### src/sv/lepe_pkg.sv
// Shared types, codes and tables of the LED effect pattern engine.
// No dependencies.
package lepe_pkg;

  localparam int LED_COUNT = 4;
  localparam int LEDS_USED = (LED_COUNT > 4) ? 4 : LED_COUNT;
  localparam int LED_CNT_W = 3;

  localparam logic [1:0] ACT_TICK    = 2'd0;
  localparam logic [1:0] ACT_SET     = 2'd1;
  localparam logic [1:0] ACT_REFRESH = 2'd2;

  localparam logic [1:0] MODE_OFF    = 2'd0;
  localparam logic [1:0] MODE_SOLID  = 2'd1;
  localparam logic [1:0] MODE_BREATH = 2'd2;
  localparam logic [1:0] MODE_FLASH  = 2'd3;

  localparam logic [1:0] REG_BREATH_PERIOD = 2'd0;
  localparam logic [1:0] REG_FLASH_TIME    = 2'd1;

  localparam logic [15:0] FALLBACK_BREATH = 16'd3000;
  localparam logic [15:0] FALLBACK_FLASH  = 16'd500;

  localparam logic [5:0] DIV_LAST  = 6'd31;
  localparam logic [5:0] FRAC_LAST = 6'd39;

  typedef struct packed {
    logic start;
    logic with_frac;
  } div_ctl_t;

  typedef struct packed {
    logic done;
  } div_sts_t;

  localparam logic [7:0] QUARTER_UP [65] = '{
    8'd127, 8'd130, 8'd133, 8'd136, 8'd139, 8'd143, 8'd146, 8'd149, 8'd152, 8'd155,
    8'd158, 8'd161, 8'd164, 8'd167, 8'd170, 8'd173, 8'd176, 8'd179, 8'd182, 8'd184,
    8'd187, 8'd190, 8'd193, 8'd195, 8'd198, 8'd200, 8'd203, 8'd205, 8'd208, 8'd210,
    8'd213, 8'd215, 8'd217, 8'd219, 8'd221, 8'd224, 8'd226, 8'd228, 8'd229, 8'd231,
    8'd233, 8'd235, 8'd236, 8'd238, 8'd239, 8'd241, 8'd242, 8'd244, 8'd245, 8'd246,
    8'd247, 8'd248, 8'd249, 8'd250, 8'd251, 8'd251, 8'd252, 8'd253, 8'd253, 8'd254,
    8'd254, 8'd254, 8'd254, 8'd254, 8'd255
  };

  function automatic logic [7:0] sine_level(input logic [7:0] k);
    logic [7:0] m;
    logic [6:0] a;
    m = 8'd0;
    if (k <= 8'd64) begin
      a = k[6:0];
    end else if (k < 8'd128) begin
      m = 8'd128 - k;
      a = m[6:0];
    end else begin
      m = k - 8'd128;
      if (m > 8'd64) m = 8'd128 - m;
      a = m[6:0];
    end
    if (k < 8'd128) return QUARTER_UP[a];
    if (a == 7'd64) return 8'd0;
    return 8'd254 - QUARTER_UP[a];
  endfunction

  function automatic logic [23:0] scale_color(input logic [23:0] c, input logic [7:0] b);
    logic [15:0] r;
    logic [15:0] g;
    logic [15:0] bl;
    r  = c[23:16] * b;
    g  = c[15:8] * b;
    bl = c[7:0] * b;
    return {r[15:8], g[15:8], bl[15:8]};
  endfunction

endpackage

### src/sv/led_effect_pattern_engine_core.sv
// Top level of the LED effect pattern engine: per-LED state, sequencer, output.
// Depends on lepe_pkg and lepe_div.
//
// Usage: drive in_* and pulse start while busy is low; the transaction is taken
// at that edge. A tick transaction advances the millisecond counter. A set
// transaction latches, then compares and stores.
// A refresh transaction reports LEDs 0..3 in order, one result per LED, each on
// out_* for exactly one cycle with out_valid high; out_last marks LED 3.
// Off and solid LEDs are reported from the stored state; flashing and breathing
// LEDs use the shared one-bit-per-cycle divider (32 remainder steps, plus 8
// fraction steps for the sine index).
// A full refresh keeps busy high from the accepting edge until the last result;
// busy drops in the cycle in which the last result is on out_*, so the next
// transaction can be taken in that cycle. Results cannot be held off by the receiver.
// cfg_we writes register cfg_index with cfg_data; index 0 is the default breathing
// period, index 1 the default flash time, others are dropped.
// Reset (rst_n low at a clock edge) returns all LEDs to off with default timing,
// clears the millisecond counter and restores the register defaults.
module led_effect_pattern_engine_core import lepe_pkg::*; (
  input  logic        clk,
  input  logic        rst_n,
  input  logic        start,
  output logic        busy,
  input  logic [1:0]  in_action,
  input  logic [1:0]  in_led_index,
  input  logic [1:0]  in_mode,
  input  logic [23:0] in_color,
  input  logic [15:0] in_on_time,
  input  logic [15:0] in_off_time,
  input  logic        cfg_we,
  input  logic [1:0]  cfg_index,
  input  logic [15:0] cfg_data,
  output logic        out_valid,
  output logic [1:0]  out_pixel_index,
  output logic [23:0] out_pixel_color,
  output logic        out_last
);

  localparam logic [2:0] S_IDLE  = 3'd0;
  localparam logic [2:0] S_SET   = 3'd1;
  localparam logic [2:0] S_LOAD  = 3'd2;
  localparam logic [2:0] S_WAIT  = 3'd3;
  localparam logic [2:0] S_SHADE = 3'd4;

  logic [2:0]  state_r, state_nxt;
  logic [1:0]  idx_r, idx_nxt;
  logic [31:0] now_r;
  logic [15:0] dflt_breath_r;
  logic [15:0] dflt_flash_r;

  logic [1:0]  item_mode_r;
  logic [23:0] item_color_r;
  logic [15:0] item_on_r;
  logic [15:0] item_off_r;

  logic [1:0]  mode_r      [LEDS_USED];
  logic [23:0] color_r     [LEDS_USED];
  logic [15:0] req_on_r    [LEDS_USED];
  logic [15:0] req_off_r   [LEDS_USED];
  logic [15:0] breath_r    [LEDS_USED];
  logic [15:0] flash_on_r  [LEDS_USED];
  logic [15:0] flash_off_r [LEDS_USED];
  logic [31:0] flash_st_r  [LEDS_USED];

  logic [7:0]  level_r, level_nxt;
  logic        out_valid_r, out_valid_nxt;
  logic [1:0]  out_index_r, out_index_nxt;
  logic [23:0] out_color_r, out_color_nxt;
  logic        out_last_r, out_last_nxt;

  logic        accept;
  logic        set_store;
  logic        is_last_led;
  logic [15:0] cur_breath;
  logic [15:0] cur_on;
  logic [15:0] cur_off;
  div_ctl_t    div_ctl;
  div_sts_t    div_sts;
  logic [31:0] div_dividend;
  logic [16:0] div_divisor;
  logic [16:0] div_rem;
  logic [7:0]  div_quo;

  assign busy        = state_r != S_IDLE;
  assign accept      = start && !busy;
  assign is_last_led = {1'b0, idx_r} == LED_CNT_W'(LEDS_USED - 1);

  assign cur_breath = (breath_r[idx_r] != 16'd0) ? breath_r[idx_r] : FALLBACK_BREATH;
  assign cur_on     = (flash_on_r[idx_r] != 16'd0) ? flash_on_r[idx_r] : FALLBACK_FLASH;
  assign cur_off    = (flash_off_r[idx_r] != 16'd0) ? flash_off_r[idx_r] : FALLBACK_FLASH;

  assign set_store = (state_r == S_SET) && ({1'b0, idx_r} < LED_CNT_W'(LEDS_USED)) &&
                     !(mode_r[idx_r] == item_mode_r && color_r[idx_r] == item_color_r &&
                       req_on_r[idx_r] == item_on_r && req_off_r[idx_r] == item_off_r);

  lepe_div u_div (
    .clk      (clk),
    .rst_n    (rst_n),
    .ctl_i    (div_ctl),
    .dividend (div_dividend),
    .divisor  (div_divisor),
    .sts_o    (div_sts),
    .rem      (div_rem),
    .quo      (div_quo)
  );

  always_comb begin
    state_nxt         = state_r;
    idx_nxt           = idx_r;
    level_nxt         = level_r;
    out_valid_nxt     = 1'b0;
    out_index_nxt     = out_index_r;
    out_color_nxt     = out_color_r;
    out_last_nxt      = out_last_r;
    div_ctl.start     = 1'b0;
    div_ctl.with_frac = 1'b0;
    div_dividend      = now_r;
    div_divisor       = {1'b0, cur_breath};
    unique case (state_r)
      S_IDLE: begin
        if (accept) begin
          if (in_action == ACT_SET) begin
            idx_nxt   = in_led_index;
            state_nxt = S_SET;
          end else if (in_action == ACT_REFRESH) begin
            idx_nxt   = 2'd0;
            state_nxt = S_LOAD;
          end
        end
      end
      S_SET: begin
        state_nxt = S_IDLE;
      end
      S_LOAD: begin
        unique case (mode_r[idx_r])
          MODE_OFF, MODE_SOLID: begin
            out_valid_nxt = 1'b1;
            out_color_nxt = (mode_r[idx_r] == MODE_SOLID) ? color_r[idx_r] : 24'd0;
          end
          MODE_BREATH: begin
            div_ctl.start     = 1'b1;
            div_ctl.with_frac = 1'b1;
            state_nxt         = S_WAIT;
          end
          MODE_FLASH: begin
            div_ctl.start = 1'b1;
            div_dividend  = now_r - flash_st_r[idx_r];
            div_divisor   = {1'b0, cur_on} + {1'b0, cur_off};
            state_nxt     = S_WAIT;
          end
          default: state_nxt = S_IDLE;
        endcase
      end
      S_WAIT: begin
        if (div_sts.done) begin
          if (mode_r[idx_r] == MODE_FLASH) begin
            out_valid_nxt = 1'b1;
            out_color_nxt = (div_rem < {1'b0, cur_on}) ? color_r[idx_r] : 24'd0;
          end else begin
            level_nxt = sine_level(div_quo);
            state_nxt = S_SHADE;
          end
        end
      end
      S_SHADE: begin
        out_valid_nxt = 1'b1;
        out_color_nxt = scale_color(color_r[idx_r], level_r);
      end
      default: state_nxt = S_IDLE;
    endcase
    if (out_valid_nxt) begin
      out_index_nxt = idx_r;
      out_last_nxt  = is_last_led;
      if (is_last_led) begin
        state_nxt = S_IDLE;
      end else begin
        idx_nxt   = idx_r + 2'd1;
        state_nxt = S_LOAD;
      end
    end
  end

  always_ff @(posedge clk) begin
    if (!rst_n) begin
      state_r       <= S_IDLE;
      idx_r         <= 2'd0;
      now_r         <= 32'd0;
      dflt_breath_r <= FALLBACK_BREATH;
      dflt_flash_r  <= FALLBACK_FLASH;
      out_valid_r   <= 1'b0;
      for (int i = 0; i < LEDS_USED; i++) begin
        mode_r[i]      <= MODE_OFF;
        color_r[i]     <= 24'd0;
        req_on_r[i]    <= 16'd0;
        req_off_r[i]   <= 16'd0;
        breath_r[i]    <= FALLBACK_BREATH;
        flash_on_r[i]  <= FALLBACK_FLASH;
        flash_off_r[i] <= FALLBACK_FLASH;
        flash_st_r[i]  <= 32'd0;
      end
    end else begin
      state_r     <= state_nxt;
      idx_r       <= idx_nxt;
      out_valid_r <= out_valid_nxt;
      if (accept && in_action == ACT_TICK) now_r <= now_r + 32'd1;
      if (cfg_we && cfg_index == REG_BREATH_PERIOD) dflt_breath_r <= cfg_data;
      if (cfg_we && cfg_index == REG_FLASH_TIME) dflt_flash_r <= cfg_data;
      if (set_store) begin
        mode_r[idx_r]    <= item_mode_r;
        color_r[idx_r]   <= item_color_r;
        req_on_r[idx_r]  <= item_on_r;
        req_off_r[idx_r] <= item_off_r;
        if (item_mode_r == MODE_BREATH) begin
          breath_r[idx_r] <= (item_on_r != 16'd0) ? item_on_r : dflt_breath_r;
        end else if (item_mode_r == MODE_FLASH) begin
          flash_on_r[idx_r]  <= (item_on_r != 16'd0) ? item_on_r : dflt_flash_r;
          flash_off_r[idx_r] <= (item_off_r != 16'd0) ? item_off_r : dflt_flash_r;
          flash_st_r[idx_r]  <= now_r;
        end
      end
    end
  end

  always_ff @(posedge clk) begin
    level_r     <= level_nxt;
    out_index_r <= out_index_nxt;
    out_color_r <= out_color_nxt;
    out_last_r  <= out_last_nxt;
    if (accept) begin
      item_mode_r  <= in_mode;
      item_color_r <= in_color;
      item_on_r    <= in_on_time;
      item_off_r   <= in_off_time;
    end
  end

  assign out_valid       = out_valid_r;
  assign out_pixel_index = out_index_r;
  assign out_pixel_color = out_color_r;
  assign out_last        = out_last_r;

endmodule

### src/sv/lepe_div.sv
// Shared restoring divider, one quotient bit per cycle: 32 integer steps for the
// remainder, optionally 8 more fraction steps. Depends on lepe_pkg.
module lepe_div import lepe_pkg::*; (
  input  logic        clk,
  input  logic        rst_n,
  input  div_ctl_t    ctl_i,
  input  logic [31:0] dividend,
  input  logic [16:0] divisor,
  output div_sts_t    sts_o,
  output logic [16:0] rem,
  output logic [7:0]  quo
);

  logic        run_r;
  logic        frac_r;
  logic        done_r;
  logic [5:0]  cnt_r;
  logic [31:0] dvd_r;
  logic [16:0] dvs_r;
  logic [16:0] rem_r;
  logic [7:0]  quo_r;

  logic [17:0] shifted;
  logic [17:0] diff;
  logic        ge;
  logic        last_step;

  assign shifted   = {rem_r, (cnt_r[5] == 1'b0) ? dvd_r[31] : 1'b0};
  assign ge        = shifted >= {1'b0, dvs_r};
  assign diff      = shifted - {1'b0, dvs_r};
  assign last_step = cnt_r == (frac_r ? FRAC_LAST : DIV_LAST);

  always_ff @(posedge clk) begin
    if (!rst_n) begin
      run_r  <= 1'b0;
      done_r <= 1'b0;
      cnt_r  <= 6'd0;
    end else begin
      done_r <= run_r && last_step;
      if (ctl_i.start) begin
        run_r <= 1'b1;
        cnt_r <= 6'd0;
      end else if (run_r) begin
        cnt_r <= cnt_r + 6'd1;
        if (last_step) run_r <= 1'b0;
      end
    end
  end

  always_ff @(posedge clk) begin
    if (ctl_i.start) begin
      frac_r <= ctl_i.with_frac;
      dvd_r  <= dividend;
      dvs_r  <= divisor;
      rem_r  <= 17'd0;
      quo_r  <= 8'd0;
    end else if (run_r) begin
      dvd_r <= {dvd_r[30:0], 1'b0};
      rem_r <= ge ? diff[16:0] : shifted[16:0];
      quo_r <= {quo_r[6:0], ge};
    end
  end

  assign sts_o.done = done_r;
  assign rem        = rem_r;
  assign quo        = quo_r;

endmodule

### config.mk
export PLATFORM = sky130hd
export DESIGN_NAME = led_effect_pattern_engine_core
export DESIGN_NICKNAME = d
export VERILOG_FILES = /design/src/sv/lepe_pkg.sv /design/src/sv/led_effect_pattern_engine_core.sv /design/src/sv/lepe_div.sv
export SDC_FILE = /design/constraint.sdc
export NUM_CORES = 2
export LEC_CHECK = 0
export ABC_AREA = 1
export BUFFER_PORTS_ARGS = -buffer_cell sky130_fd_sc_hd__buf_2
export CAP_MARGIN = 20
export CORE_MARGIN = 3
export CORE_UTILIZATION = 30
export DETAILED_ROUTE_END_ITERATION = 7
export HOLD_SLACK_MARGIN = 0.08
export PLACE_DENSITY = 0.48
export SLEW_MARGIN = 10
export SYNTH_ARGS = -nofsm -noshare
export SYNTH_HDL_FRONTEND = slang
export SYNTH_SLANG_ARGS = --single-unit
### constraint.sdc
create_clock -name clk -period 8.4 [get_ports clk]
set_clock_uncertainty 0.05 [all_clocks]
set_input_delay 0.42 -clock clk [delete_from_list [all_inputs] [get_ports clk]]
set_output_delay 0.42 -clock clk [all_outputs]
set_load 0.005 [all_outputs]
## After elaboration in Yosys (flattened, before gate mapping)

Memory sizes are Yosys's and may differ from the RTL's. A register that Yosys moved wholly into a read port is not among the register bits.
Index checks and enable logic that the tools add are counted.

| cells by class | value |
|---|---|
| add/subtract/negate cells | 10 |
| multipliers | 3 |
| divide/modulo/power cells | 0 |
| order comparisons | 6 |
| equality and inequality tests | 28 |
| shift operators | 0 |
| muxes and demuxes | 112 |
| bitwise gates (word level) | 3 |
| reductions and logical operators | 38 |

Operator list:

| kind | count |
|---|---|
| two-way mux 16 bit | 13 |
| two-way mux 32 bit | 5 |
| two-way mux 24 bit | 6 |
| nonzero test 16 bit | 5 |
| OR reduction 16 bit | 5 |
| case mux 24 bit (3 select lines) | 1 |
| two-way mux 2 bit | 25 |
| multiplier 8 x 8 -> 16 bit | 3 |
| two-way mux 8 bit | 6 |
| two-way mux 7 bit | 6 |
| two-way mux 1 bit | 39 |
| adder 32 x 1 -> 32 bit (second input constant) | 1 |
| == test 16 bit | 2 |
| OR reduction 32 bit | 1 |
| subtractor 32 bit | 1 |
| == test 24 bit | 1 |
| OR reduction 24 bit | 1 |
| two-way mux 3 bit | 7 |
| greater-or-equal comparator 18 x 17 -> 1 bit | 1 |
| adder 16 x 16 -> 17 bit | 1 |
| less-than comparator 17 x 16 -> 1 bit | 1 |
| two-way mux 17 bit | 1 |
| subtractor 17 bit | 1 |
| subtractor 1 x 7 -> 7 bit (first input constant) | 2 |
| other kinds (37) | 65 |

| storage, ports and cells | value |
|---|---|
| bits in registers | 246 |
| bits in latches | 0 |
| memory bits (writable) | 552 |
| bits in read-only memories | 1024 |
| input bits | 84 |
| memories kept | 9 |

Memories:

| name | depth | bits a word | rd ports | clocked after memory_dff | write ports | RTL line | RTL |
|---|---|---|---|---|---|---|---|
| (no name shown) | 128 | 8 | 1 | 0 | 0 | lepe_pkg.sv:62 | `return 8'd254 - QUARTER_UP[a];` |
| flash_st_r | 4 | 32 | 1 | 1 | 4 | led_effect_pattern_engine_core.sv:63 | `logic [31:0] flash_st_r [LEDS_USED];` |
| color_r | 4 | 24 | 1 | 1 | 4 | led_effect_pattern_engine_core.sv:57 | `logic [23:0] color_r [LEDS_USED];` |
| breath_r | 4 | 16 | 1 | 1 | 4 | led_effect_pattern_engine_core.sv:60 | `logic [15:0] breath_r [LEDS_USED];` |
| flash_off_r | 4 | 16 | 1 | 1 | 4 | led_effect_pattern_engine_core.sv:62 | `logic [15:0] flash_off_r [LEDS_USED];` |
| flash_on_r | 4 | 16 | 1 | 1 | 4 | led_effect_pattern_engine_core.sv:61 | `logic [15:0] flash_on_r [LEDS_USED];` |
| +3 memories | - | - | - | - | - | - |  |

## Depth between registers and ports, before layout

| logic depth | value |
|---|---|
| depth after elaboration | 16 |
| depth in mapped cells | 27 |
| gate-level depth less buffers | 24 |

## Hierarchy

Synthesis repeated with hierarchy kept, for this count alone.

| unflattened totals | value |
|---|---|
| cell total of the unflattened synthesis | 5245 |
| area, all modules | 46021.6 µm² |

Modules (own cells, without submodules):

| module | times used | cells each | area an instance (µm²) | seq. area each (µm²) |
|---|---|---|---|---|
| led_effect_pattern_engine_core | 1 | 4701 | 41710.0 | 20769.9 |
| lepe_div | 1 | 544 | 4311.6 | 2162.1 |

## Worst setup path after synthesis

No wires, ideal clock.

| timing path | value |
|---|---|
| path type | flip-flop to flip-flop |
| from | register idx_r[0] |
| to | memory flash_off_r[3][0] (enable) |
| setup time | 0.581 ns |
| data arrival time | 6.622 ns |
| data required time | 7.769 ns |
| setup slack | 1.147 ns |
| cell stages (with the launch flop) | 11 |
| path buffers | 8 |
| period minus slack after synthesis | 7.253 ns |
| cells stage by stage | dfxtp_1 -> buf_4 -> buf_6 -> buf_2 -> buf_2 -> buf_2 -> buf_2 -> buf_2 -> buf_2 -> nand2_1 -> o31ai_1 |

RTL lines:

| what | RTL line | RTL |
|---|---|---|
| start, declared | led_effect_pattern_engine_core.sv:46 | `logic [1:0] idx_r, idx_nxt;` |
| start signal, assigned | led_effect_pattern_engine_core.sv:203 | `idx_r <= idx_nxt;` |
| end, declared | led_effect_pattern_engine_core.sv:62 |  |

==> flow_summary_export.csv <==
group,metric,value,unit
yosys,synth_cell_types,56,
yosys,seq_area_frac_synth,50.61,%
clock_network,insertion_delay,0.72,ns
floorplanning,initial_core_util,30.43,%
sta,whs,0.1497,ns
final_layout,drive_above_1_share,7.043,%
floorplanning,ios,113,
yosys,synthesis.instances,5034,
route,viasPerCell,4.950,
route,drt-total-wl,143600,um
sta,setup_violations,0,
global_routing,grt_max_degree,169,
setup_path,path_cells,"inv_8, nand2_1, nand3_1, nand2_1, inv_1, nand2_1, fa_1, fa_1, inv_1, fa_1, inv_1, fa_1, inv_1, ha_1, nand4_1, or2_2, o21ai_0, nand3_1, nand2_1, nand2_1, nand3_1, o21ai_0",
setup_path,slowest_delay,0.82,ns
final_layout,final_common_cell,"nand2_1",
setup_path,crit_family,"adder cells",
clock_network,clockBufferDepth,3,
clock_network,ctsRootBufferMaster,"clkbuf_16",
floorplanning,rows,141,
yosys,syn_nets,5417,
placement,place.detailed.hpwl,97070,um
run,max_cap_violations,0,
global_routing,grt.overflow.total,0,
route,drtAntennaViolNets,0,
route,drc,0,
setup_path,worst_path_max_delay_cell,"dfxtp_4",
sta,clock.fmax,0.1620,GHz
floorplanning,core,148900,um^2
final_layout,syn2layout_area_growth,14.27,%
global_routing,grtUsageTotal,18.23,%
sta,drv_slew,0,
min_path,hp-class,"in2reg",
setup_path,path_class,"reg2reg",
global_routing,antenna_found_initial,7,
final_layout,final_cell_mix,"nand2_1, nor2_1, edfxtp_1",
yosys,yosysWarnings,0,
route,vias,35780,
route,routedWlPerCell,19.86,um
final_layout,layout.nets,5532,
sta,relSlewSlack,29.29,%
clock_network,tritoncts,"built",
clock_network,cts_setup_buffers,0,
yosys,synthFlopType,"edfxtp_1",
sta,rsz0062_at_grt,"false",
setup_path,crit_path_start_kind,"register",
global_routing,first_global_vias,35300,
setup_path,cp-end-kind,"register",
clock_network,h-tree-depth,3,
floorplanning,die-width,394.6,um
setup_path,worstPathRequired,8.77,ns
power_and_ir_drop,p_leak,21.08,nW
floorplanning,die_area,155700,um^2
sta,finalHoldViolCount,0,
yosys,synth_seq_cells,798,
power_and_ir_drop,p_per_area,380.3,nW/um^2
sta,worst_pin_slew,1.057,ns
placement,gp_congestion,0.8593,
setup_path,cp_common_cell,"nand2_1",
clock_network,cts.sinks,798,
yosys,synthesis.area,45310,um^2
setup_path,critPathMaxFanout,116,
route,drt_first_pass_iters,6,
setup_path,critPathBufInv,5,
sta,tns,0,ns
placement,io_buffers,112,
route,drt-initial-drc-count,2830,
floorplanning,die_h,394.6,um
clock_network,path_clk_slew,0.07,ns
global_routing,grt_pass1_wl,220700,um
run_status,outcome,"finished clean",
yosys,syn_avg_cell_area,9.001,um^2
clock_network,cts_buffers,91,
power_and_ir_drop,power.total,19.69,mW
sta,min_period,6.174,ns
yosys,synth-async-reset-ratio,0,%
setup_path,cp.arrival,6.54,ns
power_and_ir_drop,vdd_drop_max,0.2999,mV
sta,finalCritPeriodShare,73.50,%
yosys,synth_edf_count,695,
[power by group]
| group | internal, mW | switching (mW) |
|---|---|---|
| Clock | 2.32 | 1.73 |
| Sequential | 4.88 | 0.320 |
| Combinational | 3.44 | 7.01 |
| Total | 10.6 | 9.06 |
[worst paths after layout]
| path | start | to | slack [ns] | cells after the start |
|---|---|---|---|---|
| worst max-delay path | idx_r[0] | out_pixel_color[7] | 2.23 | 22 |
| worst max register to register | idx_r[0] | out_pixel_color[7] | 2.23 | 22 |
| worst min-delay path | rst_n | idx_r[1] | 0.15 | 3 |
| worst min register to register | dflt_breath_r[12] | dflt_breath_r[12] | 0.40 | 2 |
[metal layers]
layer | GRT usage [%] | vias to the layer above | share of wire, %
li1 | - | 17190 | -
met4 | 4.638 | 0 | 2.3
met5 | 0 | - | 0
met3 | 2.220 | 173 | 4.9
met1 | 25.64 | 17490 | 47
met2 | 29.75 | 925 | 46
[Yosys cell counts, types with 55 or more instances]
cell type	n	area, um^2
a21oi_1	233	1166
buf_2	86	430.4
clkbuf_1	95	356.6
dfxtp_1	103	2062
edfxtp_1	695	20870
fa_1	108	2162
ha_1	191	2390
inv_1	509	1911
nand2_1	1085	4073
nand3_1	292	1461
nand4_1	55	344.1
nor2_1	833	3127
nor3_1	111	555.5
o21ai_0	194	970.9
xor2_1	69	604.3
[logic make-up after synthesis]
family,share of synthesized area [%]
compound gates,8.704
xor+xnor,1.682
fa+ha+maj,10.05
buf+inv,6.641
flops,50.61
simple gates,22.32
[metrics by stage]
step | worst slack, ns | cell area (um^2) | cells | util [%]
global route | 1.746 | 51770 | 7227 | 34.77
global placement | 2.195 | 47930 | 6980 | 32.19
floorplan | 1.147 | 45310 | 5034 | -
CTS | 2.201 | 51740 | 7226 | 34.75
finish | 2.226 | 51770 | 7228 | 34.77
detailed placement | 2.232 | 47960 | 6981 | 32.21
[final cells by class]
| type | count | area, um^2 |
|---|---|---|
| sequential | 798 | 22940 |
| inverter | 527 | 1993 |
| clock buffer | 132 | 2589 |
| multi-input combinational | 3489 | 19490 |
| tap | 2002 | 2505 |
| timing repair buffer | 242 | 1819 |
| antenna | 1 | 2.502 |
| fill | 15450 | 97120 |
| clock inverter | 37 | 437.9 |
[worst min-delay path, delay by kind of cell]
| family | cells | cell delay (ns) |
|---|---|---|
| buf+inv | 1 | 0.22 |
| compound gates | 2 | 0.17 |
[registers in the layout, indices dropped and copies added (netlist names), 32 cells and up]
register,count
flash_off_r,64
flash_st_r,128
req_off_r,64
color_r,96
flash_on_r,64
breath_r,64
u_div.dvd_r,32
now_r,32
req_on_r,64
[repair_timing]
item                                    4_1_cts  5_1_grt
hold buffers                                 76        0
gates resized for setup                       0        0
hold endpoints to repair                     92        0
endpoints found under the setup margin        0        0
(Power assumes the default switching activity.)
